<file path="src/srsl_pkg.sv">
// shared types, constants and helpers for the signed revision set lookup
// no dependencies

package srsl_pkg;

  localparam int DEF_MAX_ENTRIES = 16;
  localparam int ID_W            = 17;
  localparam int COUNT_W         = 5;
  localparam int STATUS_W        = 2;

  localparam logic [1:0] KIND_QUERY  = 2'd0;
  localparam logic [1:0] KIND_ADD    = 2'd1;
  localparam logic [1:0] KIND_REMOVE = 2'd2;
  localparam logic [1:0] KIND_CLEAR  = 2'd3;

  localparam logic [STATUS_W-1:0] ST_DONE      = 2'd0;
  localparam logic [STATUS_W-1:0] ST_FULL      = 2'd1;
  localparam logic [STATUS_W-1:0] ST_UNCHANGED = 2'd2;

  // smallest-magnitude search starts here
  localparam logic signed [ID_W-1:0] SMALL_INIT = 17'sd65535;

  typedef enum logic [4:0] {
    S_IDLE   = 5'b00001,
    S_SCAN   = 5'b00010,
    S_SHIFT  = 5'b00100,
    S_APPEND = 5'b01000,
    S_DONE   = 5'b10000
  } state_t;

  function automatic logic [ID_W-1:0] rev_mag(input logic signed [ID_W-1:0] v);
    logic [ID_W:0] w;
    w = {v[ID_W-1], v};
    rev_mag = v[ID_W-1] ? ID_W'((ID_W+1)'(0) - w) : ID_W'(w);
  endfunction

  // true when a equals the negation of b
  function automatic logic rev_negates(input logic signed [ID_W-1:0] a,
                                       input logic signed [ID_W-1:0] b);
    logic [ID_W:0] s;
    s = {a[ID_W-1], a} + {b[ID_W-1], b};
    rev_negates = (s == '0);
  endfunction

endpackage

</file>
<file path="src/srsl_ram.sv">
// generic simple dual-port ram, one write and one registered read port
// no dependencies

module srsl_ram #(
  parameter int WIDTH = 17,
  parameter int DEPTH = 16,
  localparam int AW = $clog2(DEPTH)
) (
  input  logic             clk,
  input  logic             wr_en,
  input  logic [AW-1:0]    wr_addr,
  input  logic [WIDTH-1:0] wr_data,
  input  logic [AW-1:0]    rd_addr,
  output logic [WIDTH-1:0] rd_data
);

  logic [WIDTH-1:0] mem [DEPTH];

  always_ff @(posedge clk) begin
    if (wr_en) begin
      mem[wr_addr] <= wr_data;
    end
    rd_data <= mem[rd_addr];
  end

endmodule

</file>
<file path="src/signed_revision_set_lookup.sv">
// Ordered list of signed revision ids held in one ram, with add, remove, clear and
// query operations. One word is worked at a time: a query or add walks the list
// through the ram read port at one entry per cycle, a removal or sign flip then
// closes the gap with a read-and-write-back sweep over the entries behind the hit,
// and the accept, append and output steps take their own states (S_IDLE, S_APPEND,
// S_DONE). A result word waits in S_DONE while the previous result word is held by
// result_stall. Depends on srsl_pkg and srsl_ram.

module signed_revision_set_lookup
  import srsl_pkg::*;
#(
  parameter int MAX_ENTRIES = DEF_MAX_ENTRIES
) (
  input  logic                       clk,
  input  logic                       rst,
  input  logic                       item_valid,
  output logic                       item_stall,
  input  logic [1:0]                 kind,
  input  logic signed [ID_W-1:0]     rev_id,
  output logic                       result_valid,
  input  logic                       result_stall,
  output logic signed [ID_W-1:0]     answer_rev,
  output logic                       before_first_hidden,
  output logic                       visible,
  output logic [STATUS_W-1:0]        status,
  output logic [COUNT_W-1:0]         entry_count
);

  localparam int AW = $clog2(MAX_ENTRIES);
  localparam int CW = $clog2(MAX_ENTRIES + 1);

  state_t state;

  logic [CW-1:0]            count;
  logic [CW-1:0]            rptr;
  logic [CW-1:0]            chk_pos;
  logic                     chk_vld;

  logic [1:0]               op;
  logic signed [ID_W-1:0]   id;
  logic [ID_W-1:0]          qmag;
  logic signed [ID_W-1:0]   best;
  logic signed [ID_W-1:0]   least;
  logic signed [ID_W-1:0]   match;
  logic                     found;
  logic [STATUS_W-1:0]      st;

  logic                     wr_en;
  logic [AW-1:0]            wr_addr;
  logic signed [ID_W-1:0]   wr_data;
  logic signed [ID_W-1:0]   rd_data;
  logic [ID_W-1:0]          rd_mag;

  logic signed [ID_W-1:0]   q_answer;
  logic                     q_hidden;

  srsl_ram #(
    .WIDTH(ID_W),
    .DEPTH(MAX_ENTRIES)
  ) u_table (
    .clk    (clk),
    .wr_en  (wr_en),
    .wr_addr(wr_addr),
    .wr_data(wr_data),
    .rd_addr(rptr[AW-1:0]),
    .rd_data(rd_data)
  );

  assign item_stall = (state != S_IDLE);
  assign rd_mag     = rev_mag(rd_data);

  // shift writes entry back one place; append writes new id at the tail
  always_comb begin
    wr_en   = 1'b0;
    wr_addr = count[AW-1:0];
    wr_data = id;
    if (state == S_SHIFT && chk_vld) begin
      wr_en   = 1'b1;
      wr_addr = AW'(chk_pos - CW'(1));
      wr_data = rd_data;
    end else if (state == S_APPEND) begin
      wr_en = 1'b1;
    end
  end

  always_comb begin
    q_hidden = 1'b0;
    if (found) begin
      q_answer = match;
    end else if (best == '0) begin
      q_answer = '0;
      q_hidden = ~least[ID_W-1];
    end else begin
      q_answer = best;
    end
  end

  always_ff @(posedge clk) begin
    if (rst) begin
      state        <= S_IDLE;
      count        <= '0;
      chk_vld      <= 1'b0;
      result_valid <= 1'b0;
    end else begin
      if (result_valid && !result_stall) begin
        result_valid <= 1'b0;
      end
      unique case (state)
        S_IDLE: begin
          if (item_valid) begin
            op      <= kind;
            id      <= rev_id;
            qmag    <= rev_mag(rev_id);
            best    <= '0;
            least   <= SMALL_INIT;
            found   <= 1'b0;
            st      <= ST_DONE;
            rptr    <= '0;
            chk_vld <= 1'b0;
            if (kind == KIND_CLEAR) begin
              count <= '0;
              state <= S_DONE;
            end else begin
              state <= S_SCAN;
            end
          end
        end
        S_SCAN: begin
          if (rptr < count) begin
            chk_vld <= 1'b1;
            chk_pos <= rptr;
            rptr    <= rptr + CW'(1);
          end else begin
            chk_vld <= 1'b0;
          end
          if (chk_vld) begin
            case (op)
              KIND_QUERY: begin
                if (rd_mag == qmag) begin
                  match <= rd_data;
                  found <= 1'b1;
                  state <= S_DONE;
                end else begin
                  if (rd_mag < rev_mag(least)) begin
                    least <= rd_data;
                  end
                  if (rd_mag < qmag && rd_mag > rev_mag(best)) begin
                    best <= rd_data;
                  end
                end
              end
              KIND_ADD: begin
                if (rev_negates(id, rd_data)) begin
                  rptr    <= chk_pos + CW'(1);
                  chk_vld <= 1'b0;
                  state   <= S_SHIFT;
                end else if (id == rd_data) begin
                  st    <= ST_UNCHANGED;
                  state <= S_DONE;
                end
              end
              default: begin
                if (id == rd_data) begin
                  rptr    <= chk_pos + CW'(1);
                  chk_vld <= 1'b0;
                  state   <= S_SHIFT;
                end
              end
            endcase
          end else if (rptr >= count) begin
            case (op)
              KIND_QUERY: begin
                state <= S_DONE;
              end
              KIND_ADD: begin
                if (count == CW'(MAX_ENTRIES)) begin
                  st    <= ST_FULL;
                  state <= S_DONE;
                end else begin
                  state <= S_APPEND;
                end
              end
              default: begin
                st    <= ST_UNCHANGED;
                state <= S_DONE;
              end
            endcase
          end
        end
        S_SHIFT: begin
          if (rptr < count) begin
            chk_vld <= 1'b1;
            chk_pos <= rptr;
            rptr    <= rptr + CW'(1);
          end else begin
            chk_vld <= 1'b0;
          end
          if (!chk_vld && rptr >= count) begin
            count <= count - CW'(1);
            state <= (op == KIND_ADD) ? S_APPEND : S_DONE;
          end
        end
        S_APPEND: begin
          count <= count + CW'(1);
          state <= S_DONE;
        end
        S_DONE: begin
          if (!result_valid || !result_stall) begin
            result_valid <= 1'b1;
            state        <= S_IDLE;
          end
        end
        default: begin
          state <= S_IDLE;
        end
      endcase
    end
  end

  // result word payload
  always_ff @(posedge clk) begin
    if (state == S_DONE && (!result_valid || !result_stall)) begin
      status      <= st;
      entry_count <= COUNT_W'(count);
      if (op == KIND_QUERY) begin
        answer_rev          <= q_answer;
        before_first_hidden <= q_hidden;
        visible             <= ~q_answer[ID_W-1] & ~q_hidden;
      end else begin
        answer_rev          <= '0;
        before_first_hidden <= 1'b0;
        visible             <= 1'b0;
      end
    end
  end

endmodule
</file>
<file path="config.mk">
export PLATFORM = sky130hd
export DESIGN_NAME = signed_revision_set_lookup
export DESIGN_NICKNAME = d
export VERILOG_FILES = /design/src/srsl_pkg.sv /design/src/srsl_ram.sv /design/src/signed_revision_set_lookup.sv
export SDC_FILE = /design/constraint.sdc
export NUM_CORES = 1
export LEC_CHECK = 0
export BUFFER_PORTS_ARGS = -buffer_cell sky130_fd_sc_hd__buf_2
export CAP_MARGIN = 20
export CORE_UTILIZATION = 60
export CTS_CLUSTER_DIAMETER = 150
export DETAILED_ROUTE_END_ITERATION = 6
export PLACE_DENSITY = 0.86
export SYNTH_ARGS = -nofsm -noshare
export SYNTH_HDL_FRONTEND = slang
export SYNTH_SLANG_ARGS = --single-unit
</file>
<file path="constraint.sdc">
create_clock -name clk -period 7.85 [get_ports clk]
set_input_delay 0.785 -clock clk [delete_from_list [all_inputs] [get_ports clk]]
set_output_delay 0.785 -clock clk [all_outputs]
set_load 0.005 [all_outputs]
</file>
==> impl_metrics.json <==
{
  "finalWeightedCongestion": 0.986,
  "grt_usage_pct": 30.3,
  "nFillCells": 2116,
  "required_ns": 8.11,
  "antenna_violating_nets_post_route": 0,
  "period_needed_ns": 4.63,
  "worst_hold_startpoint": "st[1]",
  "detailed_place_hpwl_mm": 31.7,
  "crit_path_end_kind": "flip-flop",
  "final_count_of_negative_setup_slack_endpoints": 0,
  "synth_enable_flop_cells": 397,
  "vias": 12500,
  "reg2reg_setup_slack_ns": 3.22,
  "worst-endpoint-arrival_ns": 4.88,
  "numPortBuffers": 50,
  "timing.final.hold_violations": 0,
  "finish.net_count": 1522,
  "floorplan.die_area_um2": 34000,
  "max_clock_freq_ghz": 0.216,
  "result_of_the_run": "finished clean",
  "synth_seq_cells": 426,
  "start_kind": "flip-flop",
  "reg2regPathDepth": 11,
  "netlist_area_um2": 20000,
  "post_synth.cell_area_avg_um2": 14.9,
  "grt_start_max_net_pins": 74,
  "numPlacedInstances": 1811,
  "power.leakage_nw": 7.68,
  "hold_path_depth": 0,
  "crit_path_max_fanout": 9,
  "rsz_0062_raised_after_global_routing": "false",
  "synthCells": 1337,
  "synth.net_count": 1444,
  "final_cell_mix": "sky130_fd_sc_hd__edfxtp_1, sky130_fd_sc_hd__mux4_2, sky130_fd_sc_hd__ha_1",
  "max_cap_violations": 0,
  "layout-area-overhead-vs-synth_pct": 12.1,
  "remaining_drc_errors": 0,
  "dpl_cell_area_um2": 20900,
  "cts_buffers": 43,
  "detail_route.vias_per_cell": 6.58,
  "cts_tree": "built",
  "skew_ns": 0.0258,
  "rr_startpoint": "u_table.rd_data[7]",
  "vdd_drop_max_uv": 204,
  "final.period_utilization_pct": 58.9,
  "clkSlewWorstSetupHoldPaths_ns": 0.06,
  "cts_hold_buffers": 0,
  "share_of_layout_cells_above_drive_strength_1_pct": 19.7,
  "die-width_um": 184,
  "initial_core_util_pct": 61.2,
  "worst_slew_margin_relative_to_its_limit_pct": 29.5,
  "first_global_vias": 12700,
  "count_of_pins_on_the_block_boundary": 51,
  "grt_overflow": 0,
  "cts.path.max_buffers": 3,
  "final.hold.worst_slack_ns": 0.430,
  "first_pass_iters": 7,
  "grt_first_pass_wirelength_mm": 75.0,
  "fraction_of_synthesis_flops_using_an_asynchronous_set_or_reset_pin_pct": 0,
  "cts_htree_levels": 2,
  "power_density_nw_per_um2": 302,
  "fp.coreArea_um2": 32600,
  "number_of_antenna_violations_at_the_first_check_in_global_routing": 1,
  "numClockSinks": 426,
  "worstSetupPathType": "reg2reg",
  "synth_cell_types": 71,
  "post_cts_buffers": 0,
  "setup-tns-final_ns": 0,
  "final_common_cell": "sky130_fd_sc_hd__edfxtp_1",
  "final_std_cells_w_o_fill": 1891,
  "ys_seq_area_share_pct": 62.6,
  "worstHoldPathType": "reg2reg",
  "timing_worst_slew_pin_value_ns": 1.06,
  "wire_per_inst_um": 26.4,
  "r2r_end": "least[11]",
  "synth-warning-count": 0,
  "first_iter_violations": 1277,
  "die_y_um": 184,
  "finish.utilization_pct": 68.6,
  "hold-path-endpoint": "status[1]",
  "finish.instance_area_um2": 22400,
  "fp-row-count": 66,
  "timing_max_transition_violations_final": 0,
  "clock_latency_ns": 0.56,
  "clk_root_buffer_cell": "sky130_fd_sc_hd__clkbuf_16",
  "synth-main-ff-cell": "sky130_fd_sc_hd__edfxtp_1",
  "route.final.wire_length_mm": 49.9,
  "post_cts_resized": 0
}
==> layout make-up <==
cell class	instances	area [um2]	share of cell area [%]
multi-input combinational	815	7160	32.0
timing repair buffer	80	483	2.16
clock buffer	52	1160	5.19
antenna	1	2.50	0.0112
clock inverter	26	335	1.50
inverter	49	184	0.822
tap	442	553	2.47
sequential	426	12500	55.9
==> where the power goes <==
group	internal (W)	total (W)	switching [W]	leakage (nW)
Combinational	0.000746	0.00182	0.00107	3.15
Clock	0.00127	0.00216	0.000895	0.732
Sequential	0.00262	0.00278	0.000157	3.80
Total	0.00464	0.00676	0.00212	7.68
==> through the flow <==
stage | worst slack, ns | power [W]
2_1_floorplan | 3.13 | 0.00405
3_3_place_gp | 3.45 | 0.00451
3_5_place_dp | 3.32 | 0.00458
4_1_cts | 3.28 | 0.00675
5_1_grt | 2.91 | 0.00703
6_report | 3.22 | 0.00676
==> cells in the mapped netlist (6+ instances only) <==
| master | n | area share, % |
|---|---|---|
| sky130_fd_sc_hd__edfxtp_1 | 397 | 60 |
| sky130_fd_sc_hd__nor2_1 | 86 | 1.6 |
| sky130_fd_sc_hd__mux4_2 | 85 | 9.6 |
| sky130_fd_sc_hd__ha_1 | 82 | 5.1 |
| sky130_fd_sc_hd__nand2_1 | 63 | 1.2 |
| sky130_fd_sc_hd__a21oi_1 | 53 | 1.3 |
| sky130_fd_sc_hd__inv_1 | 45 | 0.85 |
| sky130_fd_sc_hd__xnor2_1 | 44 | 1.9 |
| sky130_fd_sc_hd__o21ai_0 | 39 | 0.98 |
| sky130_fd_sc_hd__clkbuf_1 | 38 | 0.71 |
| sky130_fd_sc_hd__xor2_1 | 30 | 1.3 |
| sky130_fd_sc_hd__dfxtp_1 | 29 | 2.9 |
| sky130_fd_sc_hd__nand2b_1 | 28 | 0.88 |
| sky130_fd_sc_hd__mux2i_1 | 24 | 1.2 |
| sky130_fd_sc_hd__nand3_1 | 24 | 0.60 |
| sky130_fd_sc_hd__a21o_1 | 19 | 0.71 |
| sky130_fd_sc_hd__o31ai_1 | 18 | 0.68 |
| sky130_fd_sc_hd__nor3_1 | 16 | 0.40 |
| sky130_fd_sc_hd__or3_1 | 16 | 0.50 |
| sky130_fd_sc_hd__and2_1 | 15 | 0.47 |
| sky130_fd_sc_hd__mux2_2 | 15 | 0.85 |
| sky130_fd_sc_hd__nor4_1 | 14 | 0.44 |
| sky130_fd_sc_hd__a211oi_1 | 13 | 0.49 |
| sky130_fd_sc_hd__nand4_1 | 13 | 0.41 |
| sky130_fd_sc_hd__nor2b_1 | 12 | 0.38 |
| sky130_fd_sc_hd__o21a_1 | 10 | 0.38 |
| sky130_fd_sc_hd__a31oi_1 | 9 | 0.28 |
| sky130_fd_sc_hd__buf_1 | 7 | 0.13 |
| sky130_fd_sc_hd__o41ai_1 | 6 | 0.26 |
| sky130_fd_sc_hd__or2_2 | 6 | 0.19 |
==> cell families (layout without fill, tap and decap cells) <==
| logic type | Yosys count | count (layout) | synth area share (%) |
|---|---|---|---|
| buffers and inverters | 96 | 207 | 1.83 |
| adders and majority gates | 84 | 84 | 5.34 |
| xor gates and xnor gates | 74 | 74 | 3.25 |
| other | 0 | 1 | 0 |
| AOI/OAI and AO/OA | 213 | 213 | 7.11 |
| muxes | 124 | 124 | 11.6 |
| and+or+nand+nor | 320 | 320 | 8.22 |
| DFF | 426 | 426 | 62.6 |
==> worst max-delay path, stage by stage, from the launching register on <==
cell                        delay [ns]
sky130_fd_sc_hd__dfxtp_1          0.39
sky130_fd_sc_hd__nor4_1           0.58
sky130_fd_sc_hd__nand4_1          0.26
sky130_fd_sc_hd__nor4_1           0.74
sky130_fd_sc_hd__ha_1             0.37
sky130_fd_sc_hd__nand4_1          0.12
sky130_fd_sc_hd__nor2_1           0.07
sky130_fd_sc_hd__a2111oi_0        0.42
sky130_fd_sc_hd__and3_1           0.21
sky130_fd_sc_hd__o221ai_1         0.11
sky130_fd_sc_hd__a21oi_1          0.74
sky130_fd_sc_hd__buf_4            0.32
==> routing by layer <==
| metal | vias up | share of wire, % | global-route usage [%] |
|---|---|---|---|
| li1 | 5410 | - | - |
| met1 | 6222 | 37 | 36.6 |
| met2 | 648 | 51 | 52.7 |
| met3 | 170 | 7.0 | 4.62 |
| met4 | 0 | 5.3 | 16.1 |
| met5 | - | 0 | 0 |
==> worst max-delay path by stage <==
stage | cells past startpoint | slack, ns | to | from
3_3_place_gp | 14 | 3.45 | best[2] | best[0]
3_5_place_dp | 11 | 3.32 | least[14] | u_table.rd_data[7]
6_report | 11 | 3.22 | least[11] | u_table.rd_data[7]
5_1_grt | 11 | 2.91 | least[9] | u_table.rd_data[7]
2_1_floorplan | 13 | 3.13 | best[0] | best[0]
4_1_cts | 11 | 3.28 | least[14] | u_table.rd_data[7]
==> sequential cells by signal, summed over array words and instances (netlist names), 2 cells and up <==
register / count
answer_rev: 17
best: 17
chk_pos: 5
count: 5
entry_count: 5
id: 17
least: 17
match: 17
op: 2
qmag: 16
rptr: 5
st: 2
state: 5
status: 2
u_table.mem: 272
u_table.rd_data: 17
(Power assumes the default switching activity.)
